### src/rtl/core/bidalloc_pkg.sv
// shared types and constants of the context-id bitmap allocator
// no dependencies; used by bidalloc_dp, bidalloc_ctrl and the top level
`timescale 1ns / 1ps

package bidalloc_pkg;

    localparam int ID_W       = 16;
    localparam int CMD_W      = 2;
    localparam int STATUS_W   = 2;
    localparam int CFG_DATA_W = 4;
    localparam int CFG_IDX_W  = 1;
    localparam int WORD_BITS  = 64;
    localparam int GROUP_BITS = 8;

    localparam int DEF_MAX_IDS           = 256;
    localparam int DEF_RESERVED_COUNT    = 1;
    localparam int DEF_SHARED_COUNT_BITS = 32;

    localparam logic [CMD_W-1:0] CMD_ALLOC_PRIVATE = 2'd0;
    localparam logic [CMD_W-1:0] CMD_ALLOC_SHARED  = 2'd1;
    localparam logic [CMD_W-1:0] CMD_FREE          = 2'd2;

    localparam logic [STATUS_W-1:0] ST_OK        = 2'd0;
    localparam logic [STATUS_W-1:0] ST_NO_FREE   = 2'd1;
    localparam logic [STATUS_W-1:0] ST_SATURATED = 2'd2;
    localparam logic [STATUS_W-1:0] ST_INVALID   = 2'd3;

    localparam logic [CFG_IDX_W-1:0] CFG_FEATURE_PRESENT = 1'd0;
    localparam logic [CFG_IDX_W-1:0] CFG_ID_WIDTH_M1     = 1'd1;

    typedef enum logic [2:0] {
        RES_INVALID,
        RES_TRIVIAL,
        RES_NO_FREE,
        RES_SATURATED,
        RES_SHARED_ALLOC,
        RES_SHARED_FREE,
        RES_PRIV_ALLOC,
        RES_PRIV_FREE
    } res_sel_t;

    typedef enum logic [1:0] {
        WOP_HOLD,
        WOP_CLEAR,
        WOP_INC,
        WOP_FROM_ID
    } word_op_t;

    typedef enum logic [1:0] {
        WR_INIT,
        WR_SET,
        WR_CLR
    } wr_sel_t;

    typedef struct packed {
        word_op_t word_op;
        logic     latch_id;
        logic     mem_rd;
        logic     mem_wr;
        wr_sel_t  wr_sel;
        logic     mask_load;
        logic     result_load;
        res_sel_t res_sel;
    } ctl_cmd_t;

    typedef struct packed {
        logic cmd_alloc_priv;
        logic cmd_alloc_shared;
        logic cmd_free;
        logic feature;
        logic shared_full;
        logic shared_zero;
        logic id_is_shared;
        logic id_in_range;
        logic found;
        logic scan_last;
        logic init_last;
    } ctl_stat_t;

endpackage

### src/rtl/core/bidalloc_dp.sv
// datapath: config registers, bitmap word memory, free-bit search, shared count, result
// depends on bidalloc_pkg
`timescale 1ns / 1ps

module bidalloc_dp #(
    parameter int MAX_IDS           = bidalloc_pkg::DEF_MAX_IDS,
    parameter int RESERVED_COUNT    = bidalloc_pkg::DEF_RESERVED_COUNT,
    parameter int SHARED_COUNT_BITS = bidalloc_pkg::DEF_SHARED_COUNT_BITS
) (
    input  logic                                 clk,
    input  logic                                 rst_n,
    input  logic                                 cfg_write,
    input  logic [bidalloc_pkg::CFG_IDX_W-1:0]   cfg_index,
    input  logic [bidalloc_pkg::CFG_DATA_W-1:0]  cfg_data,
    input  logic [bidalloc_pkg::CMD_W-1:0]       command,
    input  logic [bidalloc_pkg::ID_W-1:0]        id,
    input  bidalloc_pkg::ctl_cmd_t               ctl,
    output bidalloc_pkg::ctl_stat_t              stat,
    output logic [bidalloc_pkg::STATUS_W-1:0]    status,
    output logic [bidalloc_pkg::ID_W-1:0]        result_id,
    output logic                                 refresh_request,
    output logic                                 refresh_is_release
);

    localparam int ID_W       = bidalloc_pkg::ID_W;
    localparam int WORD_BITS  = bidalloc_pkg::WORD_BITS;
    localparam int GROUP_BITS = bidalloc_pkg::GROUP_BITS;
    localparam int NUM_WORDS  = (MAX_IDS + WORD_BITS - 1) / WORD_BITS;
    localparam int WORD_AW    = (NUM_WORDS > 1) ? $clog2(NUM_WORDS) : 1;
    localparam int BIT_AW     = $clog2(WORD_BITS);
    localparam int NUM_GROUPS = WORD_BITS / GROUP_BITS;
    localparam int GRP_AW     = $clog2(NUM_GROUPS);
    localparam int GBIT_AW    = $clog2(GROUP_BITS);

    localparam logic [ID_W-1:0]      MAX_ID     = ID_W'(MAX_IDS - 1);
    localparam logic [ID_W-1:0]      SHARED_ID  = ID_W'(RESERVED_COUNT);
    localparam logic [ID_W-1:0]      PRIV_START = ID_W'(RESERVED_COUNT + 1);
    localparam logic [BIT_AW-1:0]    PS_BIT     = BIT_AW'(RESERVED_COUNT + 1);
    localparam logic [WORD_AW-1:0]   LAST_WORD  = WORD_AW'(NUM_WORDS - 1);
    localparam logic [WORD_BITS-1:0] INIT_WORD  = WORD_BITS'((1 << (RESERVED_COUNT + 1)) - 1);

    logic                         feature_reg;
    logic [3:0]                   width_reg;
    logic [SHARED_COUNT_BITS-1:0] count_reg;
    logic [SHARED_COUNT_BITS-1:0] count_next;
    logic [WORD_AW-1:0]           word_cnt_reg;
    logic [WORD_AW-1:0]           word_cnt_next;
    logic [ID_W-1:0]              id_reg;
    logic [WORD_BITS-1:0]         rd_data_reg;
    logic [WORD_BITS-1:0]         free_reg;
    logic [WORD_BITS-1:0]         free_next;
    logic [NUM_GROUPS-1:0]        grp_reg;
    logic [NUM_GROUPS-1:0]        grp_next;
    logic [WORD_BITS-1:0]         bitmap_mem [NUM_WORDS];
    logic [WORD_BITS-1:0]         wr_data;

    logic [bidalloc_pkg::STATUS_W-1:0] status_reg;
    logic [ID_W-1:0]              result_id_reg;
    logic                         refresh_request_reg;
    logic                         refresh_is_release_reg;

    logic [ID_W-1:0]              top_raw;
    logic [ID_W-1:0]              top;
    logic [WORD_AW-1:0]           last_word;
    logic [BIT_AW-1:0]            top_bit;
    logic [GRP_AW-1:0]            pick_grp;
    logic [GROUP_BITS-1:0]        pick_byte;
    logic [GBIT_AW-1:0]           pick_gbit;
    logic [BIT_AW-1:0]            pick_bit;
    logic [ID_W-1:0]              pick_id;

    // highest usable id: 2^(width_reg + 1) - 1, clamped to the store
    assign top_raw   = {ID_W{1'b1}} >> (4'd15 - width_reg);
    assign top       = (top_raw > MAX_ID) ? MAX_ID : top_raw;
    assign last_word = WORD_AW'(top >> BIT_AW);
    assign top_bit   = top[BIT_AW-1:0];

    // free bits of the current word inside [private start, top]
    always_comb
    begin
        for (int b = 0; b < WORD_BITS; b++)
        begin
            free_next[b] = ~rd_data_reg[b]
                & ((word_cnt_reg != '0) || (BIT_AW'(b) >= PS_BIT))
                & ((word_cnt_reg != last_word) || (BIT_AW'(b) <= top_bit));
        end
        for (int g = 0; g < NUM_GROUPS; g++)
        begin
            grp_next[g] = |free_next[g*GROUP_BITS +: GROUP_BITS];
        end
    end

    // two-level lowest-set search over the registered free mask
    always_comb
    begin
        pick_grp = '0;
        for (int g = NUM_GROUPS - 1; g >= 0; g--)
        begin
            if (grp_reg[g])
            begin
                pick_grp = GRP_AW'(g);
            end
        end
        pick_byte = free_reg[pick_grp*GROUP_BITS +: GROUP_BITS];
        pick_gbit = '0;
        for (int k = GROUP_BITS - 1; k >= 0; k--)
        begin
            if (pick_byte[k])
            begin
                pick_gbit = GBIT_AW'(k);
            end
        end
    end

    assign pick_bit = {pick_grp, pick_gbit};
    assign pick_id  = ID_W'({word_cnt_reg, pick_bit});

    always_comb
    begin
        case (ctl.wr_sel)
            bidalloc_pkg::WR_INIT: wr_data = (word_cnt_reg == '0) ? INIT_WORD : '0;
            bidalloc_pkg::WR_SET:  wr_data = rd_data_reg | (WORD_BITS'(1) << pick_bit);
            bidalloc_pkg::WR_CLR:  wr_data = rd_data_reg
                                             & ~(WORD_BITS'(1) << id_reg[BIT_AW-1:0]);
            default:               wr_data = rd_data_reg;
        endcase
    end

    always_comb
    begin
        case (ctl.word_op)
            bidalloc_pkg::WOP_CLEAR:   word_cnt_next = '0;
            bidalloc_pkg::WOP_INC:     word_cnt_next = word_cnt_reg + 1'b1;
            bidalloc_pkg::WOP_FROM_ID: word_cnt_next = WORD_AW'(id >> BIT_AW);
            default:                   word_cnt_next = word_cnt_reg;
        endcase
    end

    always_comb
    begin
        count_next = count_reg;
        if (ctl.result_load)
        begin
            case (ctl.res_sel)
                bidalloc_pkg::RES_SHARED_ALLOC: count_next = count_reg + 1'b1;
                bidalloc_pkg::RES_SHARED_FREE:  count_next = count_reg - 1'b1;
                default:                        count_next = count_reg;
            endcase
        end
    end

    always_ff @(posedge clk or negedge rst_n)
    begin
        if (!rst_n)
        begin
            feature_reg  <= 1'b1;
            width_reg    <= 4'd7;
            count_reg    <= '0;
            word_cnt_reg <= '0;
        end
        else
        begin
            if (cfg_write && cfg_index == bidalloc_pkg::CFG_FEATURE_PRESENT)
            begin
                feature_reg <= cfg_data[0];
            end
            if (cfg_write && cfg_index == bidalloc_pkg::CFG_ID_WIDTH_M1)
            begin
                width_reg <= cfg_data;
            end
            count_reg    <= count_next;
            word_cnt_reg <= word_cnt_next;
        end
    end

    always_ff @(posedge clk)
    begin
        if (ctl.mem_rd)
        begin
            rd_data_reg <= bitmap_mem[word_cnt_reg];
        end
        if (ctl.mem_wr)
        begin
            bitmap_mem[word_cnt_reg] <= wr_data;
        end
    end

    always_ff @(posedge clk)
    begin
        if (ctl.latch_id)
        begin
            id_reg <= id;
        end
        if (ctl.mask_load)
        begin
            free_reg <= free_next;
            grp_reg  <= grp_next;
        end
        if (ctl.result_load)
        begin
            case (ctl.res_sel)
                bidalloc_pkg::RES_TRIVIAL:
                begin
                    status_reg             <= bidalloc_pkg::ST_OK;
                    result_id_reg          <= '0;
                    refresh_request_reg    <= 1'b0;
                    refresh_is_release_reg <= 1'b0;
                end
                bidalloc_pkg::RES_NO_FREE:
                begin
                    status_reg             <= bidalloc_pkg::ST_NO_FREE;
                    result_id_reg          <= '0;
                    refresh_request_reg    <= 1'b0;
                    refresh_is_release_reg <= 1'b0;
                end
                bidalloc_pkg::RES_SATURATED:
                begin
                    status_reg             <= bidalloc_pkg::ST_SATURATED;
                    result_id_reg          <= '0;
                    refresh_request_reg    <= 1'b0;
                    refresh_is_release_reg <= 1'b0;
                end
                bidalloc_pkg::RES_SHARED_ALLOC:
                begin
                    status_reg             <= bidalloc_pkg::ST_OK;
                    result_id_reg          <= SHARED_ID;
                    refresh_request_reg    <= (count_reg == '0);
                    refresh_is_release_reg <= 1'b0;
                end
                bidalloc_pkg::RES_SHARED_FREE:
                begin
                    // refresh only on the last release
                    status_reg             <= bidalloc_pkg::ST_OK;
                    result_id_reg          <= SHARED_ID;
                    refresh_request_reg    <= (count_reg == SHARED_COUNT_BITS'(1));
                    refresh_is_release_reg <= (count_reg == SHARED_COUNT_BITS'(1));
                end
                bidalloc_pkg::RES_PRIV_ALLOC:
                begin
                    status_reg             <= bidalloc_pkg::ST_OK;
                    result_id_reg          <= pick_id;
                    refresh_request_reg    <= 1'b1;
                    refresh_is_release_reg <= 1'b0;
                end
                bidalloc_pkg::RES_PRIV_FREE:
                begin
                    status_reg             <= bidalloc_pkg::ST_OK;
                    result_id_reg          <= id_reg;
                    refresh_request_reg    <= 1'b1;
                    refresh_is_release_reg <= 1'b1;
                end
                default:
                begin
                    status_reg             <= bidalloc_pkg::ST_INVALID;
                    result_id_reg          <= '0;
                    refresh_request_reg    <= 1'b0;
                    refresh_is_release_reg <= 1'b0;
                end
            endcase
        end
    end

    assign status             = status_reg;
    assign result_id          = result_id_reg;
    assign refresh_request    = refresh_request_reg;
    assign refresh_is_release = refresh_is_release_reg;

    assign stat.cmd_alloc_priv   = (command == bidalloc_pkg::CMD_ALLOC_PRIVATE);
    assign stat.cmd_alloc_shared = (command == bidalloc_pkg::CMD_ALLOC_SHARED);
    assign stat.cmd_free         = (command == bidalloc_pkg::CMD_FREE);
    assign stat.feature          = feature_reg;
    assign stat.shared_full      = &count_reg;
    assign stat.shared_zero      = (count_reg == '0);
    assign stat.id_is_shared     = (id == SHARED_ID);
    assign stat.id_in_range      = (id >= PRIV_START) && (id <= top);
    assign stat.found            = |grp_reg;
    assign stat.scan_last        = (word_cnt_reg == last_word);
    assign stat.init_last        = (word_cnt_reg == LAST_WORD);

endmodule

### src/rtl/core/bidalloc_ctrl.sv
// controller FSM: memory clearing pass, command dispatch, word scan, private free RMW
// depends on bidalloc_pkg
`timescale 1ns / 1ps

module bidalloc_ctrl (
    input  logic                     clk,
    input  logic                     rst_n,
    input  logic                     start,
    input  bidalloc_pkg::ctl_stat_t  stat,
    output bidalloc_pkg::ctl_cmd_t   ctl,
    output logic                     busy,
    output logic                     result_valid
);

    typedef enum logic [2:0] {
        S_INIT,
        S_IDLE,
        S_SCAN_RD,
        S_SCAN_MASK,
        S_SCAN_PICK,
        S_FREE_RD,
        S_FREE_WR
    } state_t;

    state_t state_reg;
    state_t state_next;
    logic   busy_reg;
    logic   busy_next;
    logic   result_valid_reg;
    logic   result_valid_next;

    always_comb
    begin
        state_next        = state_reg;
        result_valid_next = 1'b0;
        ctl.word_op       = bidalloc_pkg::WOP_HOLD;
        ctl.latch_id      = 1'b0;
        ctl.mem_rd        = 1'b0;
        ctl.mem_wr        = 1'b0;
        ctl.wr_sel        = bidalloc_pkg::WR_INIT;
        ctl.mask_load     = 1'b0;
        ctl.result_load   = 1'b0;
        ctl.res_sel       = bidalloc_pkg::RES_INVALID;

        case (state_reg)
            S_INIT:
            begin
                ctl.mem_wr = 1'b1;
                ctl.wr_sel = bidalloc_pkg::WR_INIT;
                if (stat.init_last)
                begin
                    state_next = S_IDLE;
                end
                else
                begin
                    ctl.word_op = bidalloc_pkg::WOP_INC;
                end
            end
            S_IDLE:
            begin
                if (start)
                begin
                    if (!(stat.cmd_alloc_priv || stat.cmd_alloc_shared || stat.cmd_free))
                    begin
                        ctl.result_load   = 1'b1;
                        ctl.res_sel       = bidalloc_pkg::RES_INVALID;
                        result_valid_next = 1'b1;
                    end
                    else if (!stat.feature)
                    begin
                        ctl.result_load   = 1'b1;
                        ctl.res_sel       = bidalloc_pkg::RES_TRIVIAL;
                        result_valid_next = 1'b1;
                    end
                    else if (stat.cmd_alloc_priv)
                    begin
                        ctl.word_op = bidalloc_pkg::WOP_CLEAR;
                        state_next  = S_SCAN_RD;
                    end
                    else if (stat.cmd_alloc_shared)
                    begin
                        ctl.result_load   = 1'b1;
                        ctl.res_sel       = stat.shared_full ? bidalloc_pkg::RES_SATURATED
                                                             : bidalloc_pkg::RES_SHARED_ALLOC;
                        result_valid_next = 1'b1;
                    end
                    else if (stat.id_is_shared)
                    begin
                        ctl.result_load   = 1'b1;
                        ctl.res_sel       = stat.shared_zero ? bidalloc_pkg::RES_INVALID
                                                             : bidalloc_pkg::RES_SHARED_FREE;
                        result_valid_next = 1'b1;
                    end
                    else if (stat.id_in_range)
                    begin
                        ctl.latch_id = 1'b1;
                        ctl.word_op  = bidalloc_pkg::WOP_FROM_ID;
                        state_next   = S_FREE_RD;
                    end
                    else
                    begin
                        ctl.result_load   = 1'b1;
                        ctl.res_sel       = bidalloc_pkg::RES_INVALID;
                        result_valid_next = 1'b1;
                    end
                end
            end
            S_SCAN_RD:
            begin
                ctl.mem_rd = 1'b1;
                state_next = S_SCAN_MASK;
            end
            S_SCAN_MASK:
            begin
                ctl.mask_load = 1'b1;
                state_next    = S_SCAN_PICK;
            end
            S_SCAN_PICK:
            begin
                if (stat.found)
                begin
                    ctl.mem_wr        = 1'b1;
                    ctl.wr_sel        = bidalloc_pkg::WR_SET;
                    ctl.result_load   = 1'b1;
                    ctl.res_sel       = bidalloc_pkg::RES_PRIV_ALLOC;
                    result_valid_next = 1'b1;
                    state_next        = S_IDLE;
                end
                else if (stat.scan_last)
                begin
                    ctl.result_load   = 1'b1;
                    ctl.res_sel       = bidalloc_pkg::RES_NO_FREE;
                    result_valid_next = 1'b1;
                    state_next        = S_IDLE;
                end
                else
                begin
                    ctl.word_op = bidalloc_pkg::WOP_INC;
                    state_next  = S_SCAN_RD;
                end
            end
            S_FREE_RD:
            begin
                ctl.mem_rd = 1'b1;
                state_next = S_FREE_WR;
            end
            S_FREE_WR:
            begin
                ctl.mem_wr        = 1'b1;
                ctl.wr_sel        = bidalloc_pkg::WR_CLR;
                ctl.result_load   = 1'b1;
                ctl.res_sel       = bidalloc_pkg::RES_PRIV_FREE;
                result_valid_next = 1'b1;
                state_next        = S_IDLE;
            end
            default:
            begin
                state_next = S_IDLE;
            end
        endcase

        busy_next = (state_next != S_IDLE);
    end

    always_ff @(posedge clk or negedge rst_n)
    begin
        if (!rst_n)
        begin
            state_reg        <= S_INIT;
            busy_reg         <= 1'b1;
            result_valid_reg <= 1'b0;
        end
        else
        begin
            state_reg        <= state_next;
            busy_reg         <= busy_next;
            result_valid_reg <= result_valid_next;
        end
    end

    assign busy         = busy_reg;
    assign result_valid = result_valid_reg;

endmodule

### src/rtl/core/bitmap_id_allocator_shared_refcount_top.sv
// top level of the context-id bitmap allocator with a use-counted shared id
// depends on bidalloc_pkg, bidalloc_ctrl, bidalloc_dp
`timescale 1ns / 1ps

// A command transfers at a clock edge with start high and busy low. Each command
// yields exactly one result, shown on the result ports for a single cycle with
// result_valid high; the receiver cannot stall it and must take it in that cycle.
// Invalid commands, feature-off commands, shared allocations and shared frees
// are answered from the idle state; a private free reads, modifies and writes back
// one bitmap word; a private allocation scans 64-bit bitmap words through one
// memory read port, each word through read, mask and pick steps, up to four words
// with 256 ids. After reset the bitmap memory is cleared one word a cycle, all
// ceil(MAX_IDS / 64) words, with busy high; config writes are taken throughout.

module bitmap_id_allocator_shared_refcount_top #(
    parameter int MAX_IDS           = bidalloc_pkg::DEF_MAX_IDS,
    parameter int RESERVED_COUNT    = bidalloc_pkg::DEF_RESERVED_COUNT,
    parameter int SHARED_COUNT_BITS = bidalloc_pkg::DEF_SHARED_COUNT_BITS
) (
    input  logic                                 clk,
    input  logic                                 rst_n,
    input  logic                                 start,
    output logic                                 busy,
    input  logic [bidalloc_pkg::CMD_W-1:0]       command,
    input  logic [bidalloc_pkg::ID_W-1:0]        id,
    input  logic                                 cfg_write,
    input  logic [bidalloc_pkg::CFG_IDX_W-1:0]   cfg_index,
    input  logic [bidalloc_pkg::CFG_DATA_W-1:0]  cfg_data,
    output logic                                 result_valid,
    output logic [bidalloc_pkg::STATUS_W-1:0]    status,
    output logic [bidalloc_pkg::ID_W-1:0]        result_id,
    output logic                                 refresh_request,
    output logic                                 refresh_is_release
);

    bidalloc_pkg::ctl_cmd_t  ctl;
    bidalloc_pkg::ctl_stat_t stat;

    bidalloc_ctrl u_ctrl (
        .clk          (clk),
        .rst_n        (rst_n),
        .start        (start),
        .stat         (stat),
        .ctl          (ctl),
        .busy         (busy),
        .result_valid (result_valid)
    );

    bidalloc_dp #(
        .MAX_IDS           (MAX_IDS),
        .RESERVED_COUNT    (RESERVED_COUNT),
        .SHARED_COUNT_BITS (SHARED_COUNT_BITS)
    ) u_dp (
        .clk                (clk),
        .rst_n              (rst_n),
        .cfg_write          (cfg_write),
        .cfg_index          (cfg_index),
        .cfg_data           (cfg_data),
        .command            (command),
        .id                 (id),
        .ctl                (ctl),
        .stat               (stat),
        .status             (status),
        .result_id          (result_id),
        .refresh_request    (refresh_request),
        .refresh_is_release (refresh_is_release)
    );

endmodule

### config.mk
export PLATFORM = sky130hd
export DESIGN_NAME = bitmap_id_allocator_shared_refcount_top
export DESIGN_NICKNAME = d
export VERILOG_FILES = /design/src/rtl/core/bidalloc_pkg.sv /design/src/rtl/core/bidalloc_dp.sv /design/src/rtl/core/bidalloc_ctrl.sv /design/src/rtl/core/bitmap_id_allocator_shared_refcount_top.sv
export SDC_FILE = /design/constraint.sdc
export NUM_CORES = 1
export LEC_CHECK = 0
export BUFFER_PORTS_ARGS = -buffer_cell sky130_fd_sc_hd__buf_2
export CORE_MARGIN = 1
export CORE_UTILIZATION = 45
export DETAILED_ROUTE_END_ITERATION = 10
export GPL_ROUTABILITY_DRIVEN = 0
export PLACE_DENSITY = 0.72
export SYNTH_ARGS = -nofsm -noshare
export SYNTH_HDL_FRONTEND = slang
export SYNTH_SLANG_ARGS = --single-unit
### constraint.sdc
create_clock -name clk -period 11.4 [get_ports clk]
set_clock_uncertainty 0.05 [all_clocks]
set_input_delay 3.42 -clock clk [delete_from_list [all_inputs] [get_ports clk]]
set_output_delay 3.42 -clock clk [all_outputs]
set_load 0.02 [all_outputs]
==> impl_results.md <==
* Startpoint types: input port
* Initial antenna violation count at 2
* R2R cell count at 9
* Run status: finished clean
* Filler cells at 3690
* Hold Fails Final Rpt at 0
* CTS tree: built
* Cts hold-fix bufs at 0
* Main synth FF type: edfxtp_1
* Total number of vias at 13200
* PwrDens at 243 nW/um^2
* Reg2reg end: u_dp.bitmap_mem[2][25]
* Global Route Usage Sum at 0.218
* 1st-pass router iterations at 6
* Post-CTS sizing at 0
* Sequential Power Share at 0.475
* HP Start: u_dp.count_reg[30]
* Final min period at 5.56 ns
* DR vias/cell at 6.23
* Max reg flops at 256
* Hold Path Depth at 1
* Power share of the clock group at 0.300
* Ratio of cells with drive above 1 in the final layout at 0.173
* Core area at 45300 sq um
* Grt ovf at 0
* WS Path Type: input port to flip-flop
* Synth unique cells at 79
* Routed Wire Length at 50600 microns
* Seq cells post-synth at 472
* Multi-input logic area at 6300 sq um
* Critical path capture point type: flip-flop
* First-pass GRT wire length at 77300 microns
* Final setup fails at 0
* Num CTS Buffers at 49
* Final setup TNS at 0 ns
* EDFF count, synth at 428
* Reg-to-reg setup timing slack at 6.07 ns
* Post-route ant nets at 0
* Worst-skew pair later-pin latency at 0.63 ns
* Number of synthesis warnings at 0
* WHS at 0.458 ns
* Leakage power at 7.94 nW
* Post-synthesis sequential area ratio at 0.677
* Pin count of the biggest net entering global routing at 73
* Sw Share at 0.301
* Drt initial violations at 1940
* Rel. slew slack at 0.193
* Max-slew violation count at 0
* Endpoint of the worst hold path: u_dp.count_reg[30]
* Cell Area, Synth at 20600 sq um
* CTS Sinks at 472
* CTS Buffer Depth at 3
* Nets at 1525
* Ports at 49
* Crit path DAT at 5.57 ns
* Top-count cell post-synth: edfxtp_1
* Reg clk slew, reported paths at 0.06 ns
* Measured slew at the worst slew-check pin at 1.21 ns
* Design area at 23200 sq um
* Async SR Flop Fraction at 0.0932
* Leading area contributor after synthesis: edfxtp_1
* Final HPWL DP at 32100 microns
* Die ar. at 46700 sq um
* Starting Density at 0.455
* PortBufs at 48
* Total Power at 0.00565 W
* Top post-synthesis cells by count: 428 x edfxtp_1, 121 x nor2_1, 98 x o21ai_0, 93 x a21oi_1, 67 x mux4_2
* MaxCap Viol Count at 0
* Crit-path max FO at 20
* Logic pwr share at 0.225
* RSZ-0062 raised after global routing: no
* Area contributors post-synth: edfxtp_1 62%, mux4_2 7.3%, dfrtp_1 4.7%
* Psw at 0.00170 W
* Yosys top cell area share at 0.623
* Critical Path RT at 11.42 ns
* Pint at 0.00395 W
* Final period utilization at 0.488
* Row Count at 78
* Number of global-route vias before repair at 13000
* Die Ht at 216 microns
* FF/Latch Area at 14000 sq um
* Area grow syn2layout at 12.6%
* DP Area at 21500 sq um
* Mapped Avg Cell Area at 14.4 sq um
* DRC Markers at 0
* Max Freq at 180 MHz
* Hold Crit Class: flip-flop to flip-flop
* Clk root buf: clkbuf_16
* Final core utilization at 0.512
* R2R Path Start: u_dp.grp_reg[3]
* WL per Instance at 23.9 microns
* Peak VDD IR at 0.000167 V
* Die Wd at 216 microns
* Setup Buffers After CTS at 0
* Ant diodes at 0
* H-tree levels at 2
* Syn Inst Count at 1432
==> layer usage <==
layer	wire, microns	vias up	GRT usage	share of wire
li1	-	5698	-	-
met3	5300	117	0.0526	0.10
met2	23400	771	0.334	0.46
met4	1420	2	0.0728	0.028
met5	13	-	0	0.00026
met1	20400	6593	0.304	0.40
==> stage by stage <==
step | setup WS (ns) | cells
final | 5.84 | 2117
after floorplan | 5.56 | 1439
after CTS | 5.84 | 2117
after global routing | 5.55 | 2117
after global placement | 5.29 | 2025
after detailed placement | 5.22 | 2025
==> cells in the final DEF, fill, tap and decap left out, drive strengths merged, types with 13 or more instances in the layout <==
cell type	n
edfxtp	428
nor2	124
o21ai	115
a21oi	95
buf	68
mux4	67
nand2	67
clkbuf	56
dfrtp	39
nand3	35
nor3	35
xnor2	30
nor4	29
ha	22
inv	22
and2	21
clkinv	21
o31ai	17
a31oi	17
nand4	16
a221o	13
==> critical path, stage by stage <==
cell and delay [ns]:
buf_2 0.12, ha_1 0.31, a21o_1 0.16, a21o_1 0.17, a21oi_1 0.14, o21ai_0 0.10
a21oi_1 0.16, o2111ai_1 0.18, nand3_1 0.14, nand3_1 0.68
==> power groups by stage <==
stage / Combinational (W) / Clock [W] / Sequential (W)
global route: 0.00137 / 0.00178 / 0.00272
finish: 0.00127 / 0.00169 / 0.00268
global placement: 0.00123 / 0 / 0.00269
detailed placement: 0.00127 / 0 / 0.00271
floorplan: 0.000930 / 0 / 0.00264
CTS: 0.00127 / 0.00172 / 0.00268
==> worst max-delay path by stage <==
stage,from,to,slack [ns],cells after the start
finish,id[5],u_dp.status[1],5.84,10
global route,id[5],u_dp.status[1],5.55,10
CTS,id[5],u_dp.status[1],5.84,10
detailed placement,id[5],u_dp.result_id[15],5.22,10
global placement,id[5],u_dp.result_id[12],5.29,10
floorplan,u_ctrl.state_reg[2],u_dp.rd_data_reg[0],5.56,3
==> cell type report <==
cell class	count	share of cell area
Clock buffer	56	0.0544
Timing Repair Buffer	68	0.0168
Clock inverter	36	0.0198
Tap cell	600	0.0324
Inverter	20	0.00324
Sequential cell	472	0.602
Multi-Input combinational cell	865	0.272
==> cells by family (layout without fill, tap and decap cells) <==
family / after synthesis / count (layout) / share of synthesized area
flip-flops: 472 / 472 / 0.677
AND/OR/NAND/NOR: 413 / 413 / 0.104
AO/OA/AOI/OAI: 314 / 314 / 0.0933
buffers and inverters: 102 / 180 / 0.0204
multiplexers: 73 / 73 / 0.0764
XOR/XNOR: 35 / 35 / 0.0149
adder cells (fa/ha/maj): 22 / 22 / 0.0134
other: 1 / 8 / 0.000182
No activity file was read; power rests on OpenSTA's default activity.
